`src/design/hof_queue.sv`:
```
// small command queue between front and back
module hof_queue #(
  parameter int WIDTH = 8,
  parameter int DEPTH = 4
) (
  input  logic             clk,
  input  logic             rst,
  input  logic             push,
  input  logic [WIDTH-1:0] push_data,
  output logic             push_ready,
  input  logic             pop,
  output logic [WIDTH-1:0] pop_data,
  output logic             pop_valid
);

  localparam int AW = $clog2(DEPTH);
  localparam int NW = $clog2(DEPTH + 1);

  logic [WIDTH-1:0] slots [DEPTH];
  logic [AW-1:0]    wr_ptr;
  logic [AW-1:0]    rd_ptr;
  logic [NW-1:0]    count;
  logic             do_push;
  logic             do_pop;

  assign push_ready = (count != NW'(DEPTH));
  assign pop_valid  = (count != '0);
  assign pop_data   = slots[rd_ptr];
  assign do_push    = push && push_ready;
  assign do_pop     = pop && pop_valid;

  always_ff @(posedge clk) begin
    if (do_push) begin
      slots[wr_ptr] <= push_data;
    end
  end

  always_ff @(posedge clk) begin
    if (rst) begin
      wr_ptr <= '0;
      rd_ptr <= '0;
      count  <= '0;
    end else begin
      if (do_push) begin
        wr_ptr <= (wr_ptr == AW'(DEPTH - 1)) ? '0 : wr_ptr + 1'b1;
      end
      if (do_pop) begin
        rd_ptr <= (rd_ptr == AW'(DEPTH - 1)) ? '0 : rd_ptr + 1'b1;
      end
      case ({do_push, do_pop})
        2'b10:   count <= count + 1'b1;
        2'b01:   count <= count - 1'b1;
        default: count <= count;
      endcase
    end
  end

endmodule

```
`config.mk`:
```
export PLATFORM = sky130hd
export DESIGN_NAME = hof_queue
export DESIGN_NICKNAME = d
export VERILOG_FILES = /design/src/design/hof_queue.sv
export SDC_FILE = /design/constraint.sdc
export NUM_CORES = 1
export LEC_CHECK = 0
export ABC_AREA = 1
export ABC_CLOCK_PERIOD_IN_PS = 2000
export BUFFER_PORTS_ARGS = -buffer_cell sky130_fd_sc_hd__buf_2
export CAP_MARGIN = 20
export CORE_MARGIN = 8
export CORE_UTILIZATION = 56
export DETAILED_ROUTE_END_ITERATION = 12
export PLACE_DENSITY = 0.78
export SLEW_MARGIN = 20
export SYNTH_ARGS = -nofsm -noshare
export SYNTH_HDL_FRONTEND = slang
export SYNTH_SLANG_ARGS = --single-unit
```
`constraint.sdc`:
```
create_clock -name clk -period 2 [get_ports clk]
set_input_delay 0.1 -clock clk [delete_from_list [all_inputs] [get_ports clk]]
set_output_delay 0.1 -clock clk [all_outputs]
set_load 0.02 [all_outputs]
```
==> run metrics <==
status completed; clk slew on worst S/H paths 110 ps; Hold/Removal Path Class input port to flip-flop; power per cell area 1200 nW/um^2; Met1 Routed Length approximately 1300 um; Sw Pwr approximately 0.90 mW; Filler cells about 230; Worst Skew 11.1 ps; Max Transition Viols Final 0; CTS sink count just over 40; setup-violating endpoint count in the final report 0; Ant. Diodes 0; Max-Cap Viols 0; mapped cell area 1700 um^2; # Post-CTS Setup Buffers 0; worst slack at placement 208 ps; fraction of layout cells with a size suffix above 1 22.6%; Highest Signal Layer met4; worst skew pair latency 340 ps; syn_nets 165; Initial DRC Count 132; CTS buffer count 5; H-tree Lvls 2; CTS tree built; Internal 1.49 mW; Cell Rows 20; GP Congestion roughly 0.76; via/cell ratio ~5.2; final worst slack 197 ps; Leakage around 0.81 nW; biggest area consumer among synthesized cells edfxtp_1; Clock Power Share 16.1%; R2R setup slack 200 ps; VDD IR max 0.000656 V; register area between 1000 and 1500 um^2; fin crit share roughly nine tenths; Residual DRC 0; CTS max path bufs 2; Synth warnings 0; Nets 204; Final min period 1800 ps; Async S/R FF share, synth 0%; IO buf count 21; core area 2980 um^2; Post-Synth Adder-Cell Area 5.60%; Primary FF master, synth edfxtp_1; syn_area_per_cell 11.6 um^2; Compound-Gate Fraction of Synth Area 10.1%; crit path kind flip-flop to flip-flop; Met3 Routed Length about 170 um; Reg power frac between 40% and 50%; Vias 1139; DP Area approximately 1900 um^2; Total Routing Usage GR between 10% and 20%; Post-synth EDFFs 32; mux cell area share after synthesis 0%; cells after synthesis 146; CP Capture Type flip-flop; starting density of the core 57.0%; multi-input logic area 465 um^2; final wirelength 3120 um; Seq/Total Area, Yosys about two thirds; die area approximately 5000 um^2; combinational share of power between 30% and 40%; Least-Margin Pin Slew between 300 and 400 ps; initial antenna violation count 0; vias in the first global route ~1200; crit-path max FO 7; met2 wire length 1580 um; WHS Path Cells 3; width of the die 71.0 um; largest family of logic cells by synthesized area simple AND/OR/NAND/NOR gates; Seq cells post-synth 41; die height between 70 and 80 um; Reg2Reg Depth 11; Routed Antenna Nets 0; Synth Area in Simple Gates 11.7%; Arr. time, crit path about 2100 ps; top cells by area, synth edfxtp_1 57%, dfxtp_1 11%, nor2_1 6.4%; Top Ports 22; xor/xnor share of the synthesized area 0%; worst path required time 2270 ps; CP startpoint kind flip-flop; Layout Area Growth over Synthesis 17.4%; Highest Clock Rate 0.555 GHz; Root Driver clkbuf_4; synth unique cells 19; detailed placement HPWL 2140 um; Final Hold Fails 0; global-route wire length before repair approximately 5300 um; grt ovf 0; design area 1990 um^2; First-pass DRT Iterations 4; Yosys top cell area share 56.6%; switching share of power 37.8%; Slew HR between 70% and 80%; post-DR wirelength/cell 14.2 um; largest net degree at the start of global routing 17
synth_stat cells, types with 2 or more instances:
| master | number |
|---|---|
| edfxtp_1 | 32 |
| nor2_1 | 29 |
| inv_1 | 17 |
| o21ai_0 | 14 |
| nand2_1 | 12 |
| dfxtp_1 | 9 |
| o22ai_1 | 8 |
| ha_1 | 6 |
| a21oi_1 | 4 |
| o21ai_2 | 3 |
| buf_6 | 2 |
| nand2_2 | 2 |
| nand3b_1 | 2 |
registers in the layout (all words and copies together) (netlist names), named ones only:
name    flops
slots      32
count       3
rd_ptr      2
wr_ptr      2
per-layer routing:
layer | up-vias | GRT usage (%)
met5 | - | 0
met4 | 0 | 6.70
met3 | 9 | 5.65
met2 | 27 | 23.5
met1 | 527 | 14.4
li1 | 576 | -
placed cells by master, fill, tap and decap left out, types with 6 or more instances in the layout:
| master | count |
|---|---|
| buf_2 | 21 |
| dfxtp_1 | 7 |
| dlygate4sd3_1 | 8 |
| edfxtp_1 | 32 |
| ha_1 | 6 |
| inv_1 | 17 |
| nand2_1 | 12 |
| nor2_1 | 29 |
| o21ai_0 | 14 |
| o22ai_1 | 8 |
power groups by stage:
stage | clock [mW] | sequential, mW | combinational [mW]
floorplan | 0 | 1.12 | 0.622
global placement | 0 | 1.15 | 0.825
detailed placement | 0 | 1.15 | 0.859
CTS | 0.391 | 1.14 | 0.877
global route | 0.434 | 1.16 | 0.968
finish | 0.384 | 1.14 | 0.867
per-stage QoR:
| stage | hold slack [ps] | utilization [%] | power, mW | setup TNS, ps | cells |
|---|---|---|---|---|---|
| after floorplan | 199 | - | 1.74 | 0 | 146 |
| after global placement | 314 | 62.4 | 1.97 | 0 | 203 |
| after detailed placement | 318 | 62.4 | 2.01 | 0 | 203 |
| after CTS | 40.7 | 66.8 | 2.40 | 0 | 219 |
| after global routing | 42.8 | 66.9 | 2.56 | -18.5 | 219 |
| final | 45.9 | 66.9 | 2.39 | 0 | 219 |
cell type report:
class / instances / area share (%)
flip-flops and latches: 41 / 57.4
multi-input cells: 85 / 23.4
repair buffers: 34 / 11.2
inverters: 18 / 3.39
clock buffers: 6 / 2.07
well taps: 33 / 2.07
clock inverters: 2 / 0.503
critical path, cell delays in order (launching register included):
cell     delay, ps
dfxtp_2        350
nor2_2         140
nand2_2         90
nand2_2        130
ha_1           190
inv_1           70
fa_1           390
nand2_1        110
nand3_1         80
nand2_1         60
inv_1           40
nor2_1         100
worst paths after layout:
check / start / end
setup / recovery: count[1] / count[2]
setup reg to reg: count[1] / count[2]
hold / removal: push / wr_ptr[1]
hold reg to reg: rd_ptr[1] / rd_ptr[1]
cells by family (layout without fill, tap and decap cells):
kind of cell | after synthesis | in the layout
simple gates | 48 | 48
flops | 41 | 41
fa+ha+maj | 7 | 7
compound gates | 30 | 30
buf+inv | 20 | 60
timing repair:
item	CTS	global route
gates resized for setup	0	2
setup endpoints to repair	0	1
hold buffers	8	0
endpoints found under the hold margin	32	0
(Power assumes the default switching activity.)
