$ cat src/design/hof_sample_if.sv
// sample input channel
interface hof_sample_if #(
  parameter int SAMPLE_BITS = 16
);
  logic                          valid;
  logic                          ready;
  logic signed [SAMPLE_BITS-1:0] sample_in;

  modport source (output valid, output sample_in, input ready);
  modport sink (input valid, input sample_in, output ready);
endinterface

$ cat src/design/hof_front.sv
// front end: accepts samples, tracks mode and chunk position, builds commands
module hof_front #(
  parameter int FRAME_SIZE  = 512,
  parameter int SAMPLE_BITS = 16,
  parameter int CMD_W       = 3 + $clog2(FRAME_SIZE) + SAMPLE_BITS
) (
  input  logic             clk,
  input  logic             rst,
  input  logic             cfg_wr_en,
  input  logic             cfg_wr_data,
  hof_sample_if.sink       sample,
  output logic             push,
  output logic [CMD_W-1:0] push_data,
  input  logic             push_ready
);

  localparam int HALF = FRAME_SIZE / 2;
  localparam int CW   = $clog2(FRAME_SIZE);
  localparam int FW   = $clog2(HALF + 1);

  typedef struct packed {
    logic                          pass;
    logic                          prev_ok;
    logic                          last;
    logic [CW-1:0]                 k;
    logic signed [SAMPLE_BITS-1:0] val;
  } cmd_t;

  logic          mode;
  logic [CW-1:0] counter;
  // entries below fill have been written since reset, the rest read as zero
  logic [FW-1:0] fill;
  logic          accept;
  logic          last;
  cmd_t          cmd;

  assign accept       = sample.valid && push_ready;
  assign sample.ready = push_ready;
  assign push         = accept;

  assign last = mode ? (counter == CW'(FRAME_SIZE - 1)) : (counter == CW'(HALF - 1));

  always_comb begin
    cmd.pass    = mode;
    cmd.prev_ok = (counter < CW'(fill));
    cmd.last    = last;
    cmd.k       = counter;
    cmd.val     = mode ? sample.sample_in : (sample.sample_in >>> 1);
  end

  assign push_data = cmd;

  always_ff @(posedge clk) begin
    if (rst) begin
      mode    <= 1'b0;
      counter <= '0;
      fill    <= '0;
    end else if (cfg_wr_en) begin
      if (cfg_wr_data != mode) begin
        mode    <= cfg_wr_data;
        counter <= '0;
      end
    end else if (accept) begin
      counter <= last ? '0 : counter + 1'b1;
      if (!mode && (CW'(fill) == counter)) begin
        fill <= fill + 1'b1;
      end
    end
  end

`ifndef ASSERT_OFF
  a_fill_bound: assert property (@(posedge clk) disable iff (rst)
    fill <= FW'(HALF))
    else $error("fill count past half frame");

  a_counter_bound: assert property (@(posedge clk) disable iff (rst)
    mode ? (counter < CW'(FRAME_SIZE - 1) || counter == CW'(FRAME_SIZE - 1))
         : (counter < CW'(HALF)))
    else $error("chunk counter out of range for mode");
`endif

endmodule

$ cat src/flat_wrapper.sv
// flat-port wrapper written by rule: the top's interface ports become plain ports
module hof_front_flat 
#(
  parameter int FRAME_SIZE  = 512,
  parameter int SAMPLE_BITS = 16,
  parameter int CMD_W       = 3 + $clog2(FRAME_SIZE) + SAMPLE_BITS
)
  (clk, rst, cfg_wr_en, cfg_wr_data, push, push_data, push_ready, sample_valid, sample_sample_in, sample_ready);
  hof_sample_if #(.SAMPLE_BITS(SAMPLE_BITS)) sample_i ();
  input  logic clk;
  input  logic rst;
  input  logic cfg_wr_en;
  input  logic cfg_wr_data;
  output logic push;
  output logic [CMD_W-1:0] push_data;
  input  logic push_ready;
  input wire logic [$bits(sample_i.valid)-1:0] sample_valid;
  input wire logic [$bits(sample_i.sample_in)-1:0] sample_sample_in;
  output wire logic [$bits(sample_i.ready)-1:0] sample_ready;
  assign sample_i.valid = sample_valid;
  assign sample_i.sample_in = sample_sample_in;
  assign sample_ready = sample_i.ready;
  hof_front #(.FRAME_SIZE(FRAME_SIZE), .SAMPLE_BITS(SAMPLE_BITS), .CMD_W(CMD_W)) u_core (.clk(clk), .rst(rst), .cfg_wr_en(cfg_wr_en), .cfg_wr_data(cfg_wr_data), .sample(sample_i), .push(push), .push_data(push_data), .push_ready(push_ready));
endmodule
$ cat config.mk
export PLATFORM = sky130hd
export DESIGN_NAME = hof_front_flat
export DESIGN_NICKNAME = d
export VERILOG_FILES = /design/src/design/hof_sample_if.sv /design/src/design/hof_front.sv /design/src/flat_wrapper.sv
export SDC_FILE = /design/constraint.sdc
export NUM_CORES = 1
export LEC_CHECK = 0
export BUFFER_PORTS_ARGS = -buffer_cell sky130_fd_sc_hd__buf_2
export CAP_MARGIN = 20
export CORE_MARGIN = 2
export CORE_UTILIZATION = 49
export CTS_CLUSTER_DIAMETER = 50
export DETAILED_ROUTE_END_ITERATION = 7
export PLACE_DENSITY = 0.81
export SKIP_LAST_GASP = 1
export SYNTH_ARGS = -nofsm -noshare
export SYNTH_HDL_FRONTEND = slang
export SYNTH_SLANG_ARGS = --single-unit
$ cat constraint.sdc
create_clock -name clk -period 2.8 [get_ports clk]
set_input_delay 0.56 -clock clk [delete_from_list [all_inputs] [get_ports clk]]
set_output_delay 0.56 -clock clk [all_outputs]
set_load 0.1 [all_outputs]
==> metrics.cfg <==
[status]
status=finished clean

[timing]
fmax_mhz=374
fin_tns_setup_ns=0
drv_slew=0
worst_pin_slew_ns=0.786
rsz0062_at_grt=false
hold_viol_final=0
fin_skew_ns=0.00511
min_period_ns=2.67
maxSlewHeadroom_pct=47.5
fin_crit_sh_pct=95.4
worst_hold_slack_ns=0.484
setup_viol=0

[global_routing]
antenna_found_initial=0
grt_start_max_net_pins=22
grt_usage_pct=17.4
grt_pass1_wl_mm=4.62
grt_pass1_vias=1143
grt_overflow_total=0

[clock_network]
path_clk_slew_ns=0.10
root_buffer=clkbuf_4
cts_max_path_buffers=2
tritoncts=done
numCtsBuffers=3
clock_sink_count=19
cts-htree-levels=1
hold_buffers=0
insertion_delay_ns=0.30

[placed_design]
portBuffers=51
gp_congestion=0.833
dp_hpwl_mm=2.23
placed_cells=234

[power_and_ir_drop]
p_int_mw=0.383
swShare_pct=43.7
powerDensity_nw_per_um2=412
total_power_mw=0.681
p_leak_nw=0.744
clkPwrFrac_pct=20.6
ir_drop_v=0.000384
sequentialPowerShare_pct=41.2
pwr-share-comb_pct=38.2
switching_power_mw=0.298

[worst_setup_path]
endpoint_kind=primary output
rr_endpoint=u_core.fill[7]$_SDFFE_PP0P_
required_ns=2.24
path_class=flop to primary output
crit_arrival_ns=2.11
worstPathMaxFanout=5
r2r_setup_slack_ns=0.50
worstRegToRegCells=6
crit_path_start_kind=flop
regToRegStartpoint=u_core.fill[2]$_SDFFE_PP0P_

[floorplanning]
ios=52
dieArea_um2=3250
rows=19
die_y_um=57
die_w_um=57
initial_core_util_pct=50.8
core_um2=2710

[finish]
finalNonFillerCells=238
multi_input_area_um2=898
n_fill_cell=237
finalNetCount=241
seqCellArea_um2=388
syn_to_final_growth_pct=20.2
antenna-diode-count=0
drive_above_1_share_pct=39.1

[synthesis]
synth_area_leaders=dfxtp_1 28%, mux2_2 12%, ha_1 10%
seq_area_frac_synth_pct=27.6
synth_warnings=0
ys_types=39
netlist_area_um2=1380
yosysTopAreaCell=dfxtp_1
synth-seq-cells=19
syn_nets=194
synth_top_area_share_pct=27.6
syn_avg_cell_area_um2=8.55
synth_cells=161

[route]
drtPass1Iterations=4
num_vias=1348
viasPerCell=5.66
drt-initial-drc-count=44
wl_per_cell_um=12.1
routed_wl_mm=2.88
drc=0
ant_nets=0

[hold_path]
worstHoldStart=u_core.fill[8]$_SDFFE_PP0P_
whs_path_depth=2
min_to=u_core.fill[8]$_SDFFE_PP0P_
worstHoldPathType=flop to flop

[run]
cap_violations=0

## layout by cell type, fill, tap and decap left out, drive strengths merged, types with 2 or more instances in the layout
cell type / Yosys / layout
nor2: 7 / 7
nor3: 2 / 2
and4: 2 / 2
a21oi: 16 / 16
dfxtp: 19 / 19
o31ai: 5 / 5
clkbuf: 3 / 4
a31oi: 4 / 4
mux2: 15 / 15
buf: 7 / 52
nand3: 8 / 8
a21o: 4 / 4
and3: 4 / 4
xnor2: 2 / 2
nand2: 8 / 8
nor2b: 2 / 2
ha: 11 / 11
mux2i: 2 / 2
o21ai: 6 / 6
or4: 7 / 7
nand4: 4 / 4
inv: 10 / 10
## critical path: stages (launching register included)
cell      delay [ns]
dfxtp_1         0.39
inv_1           0.10
ha_1            0.30
a21o_1          0.16
a21o_1          0.17
a211oi_1        0.26
o21a_2          0.15
buf_4           0.28
## cell usage after synthesis
library cell	count
buf_2	1
buf_4	4
and3b_1	1
a21o_1	4
o31ai_1	5
nand2b_1	1
buf_6	1
o21a_1	1
mux2i_1	2
nor3_1	2
ha_1	11
nor4_1	1
nand3_1	8
a21oi_1	16
o21ai_0	6
nor2b_1	2
and4_1	2
nor2_1	7
nand2_1	8
a31o_2	1
or4_4	1
nor3b_1	1
and3_1	4
a211oi_1	1
xor2_1	1
dfxtp_1	19
nand4_1	4
inv_1	10
mux2_2	15
or2_2	1
buf_1	1
and2_1	1
clkbuf_1	3
or3_1	1
nand3b_4	1
or4_1	6
a31oi_1	4
xnor2_1	2
a22oi_1	1
## routing by layer
metal,wire length [um],vias to the layer above,GRT usage (%)
li1,-,692,-
met1,1310,596,21.8
met2,1310,56,30.4
met3,220,4,1.81
met4,35,0,7.31
met5,0,-,0
## cell type report
| cell class | count | area share (%) |
|---|---|---|
| clock buffers | 4 | 1.59 |
| repair buffers | 52 | 16.0 |
| inverters | 10 | 2.27 |
| flip-flops and latches | 19 | 23.4 |
| well taps | 31 | 2.34 |
| multi-input cells | 122 | 54.3 |
## state kept, by name (all words and copies together) (netlist names)
signal          count
u_core.fill         9
u_core.counter      9
u_core.mode         1
## through the flow
| stage | area (um2) | worst slack (ns) | util [%] |
|---|---|---|---|
| 3_5_place_dp | 1630 | 0.345 | 60.0 |
| 6_report | 1650 | 0.128 | 61.0 |
| 4_1_cts | 1650 | 0.125 | 61.0 |
| 3_3_place_gp | 1630 | 0.374 | 60.0 |
| 2_1_floorplan | 1390 | 0.0394 | - |
| 5_1_grt | 1650 | 0.0863 | 61.0 |
## kinds of logic (layout without fill, tap and decap cells)
kind of cell | Yosys count | after routing | synth area share (%)
AOI/OAI and AO/OA | 39 | 39 | 17.0
xor gates and xnor gates | 3 | 3 | 1.91
adders and majority gates | 11 | 11 | 10.0
buffers and inverters | 20 | 66 | 7.18
DFF | 19 | 19 | 27.6
muxes | 17 | 17 | 13.7
and+or+nand+nor | 52 | 52 | 22.5
## power by group through the flow
stage	registers (mW)	clock network, mW	logic [mW]
floorplan	0.287	0	0.220
global placement	0.287	0	0.258
detailed placement	0.287	0	0.259
CTS	0.281	0.143	0.261
global route	0.281	0.152	0.270
finish	0.280	0.140	0.260
## what timing repair did
item | CTS | global route
gates resized for setup | 1 | 0
endpoints found under the setup margin | 1 | 0
buffers inserted | 0 | 0
## worst max-delay path by stage
stage	start	endpoint	slack (ns)	cells past startpoint
floorplan	u_core.counter[5]$_SDFFE_PP0P_	u_core.fill[3]$_SDFFE_PP0P_	0.04	6
global placement	u_core.fill[2]$_SDFFE_PP0P_	push_data[26]	0.37	7
detailed placement	u_core.fill[2]$_SDFFE_PP0P_	push_data[26]	0.35	7
CTS	u_core.fill[2]$_SDFFE_PP0P_	push_data[26]	0.12	7
global route	u_core.fill[2]$_SDFFE_PP0P_	push_data[26]	0.09	7
finish	u_core.fill[2]$_SDFFE_PP0P_	push_data[26]	0.13	7
(Power assumes the default switching activity.)
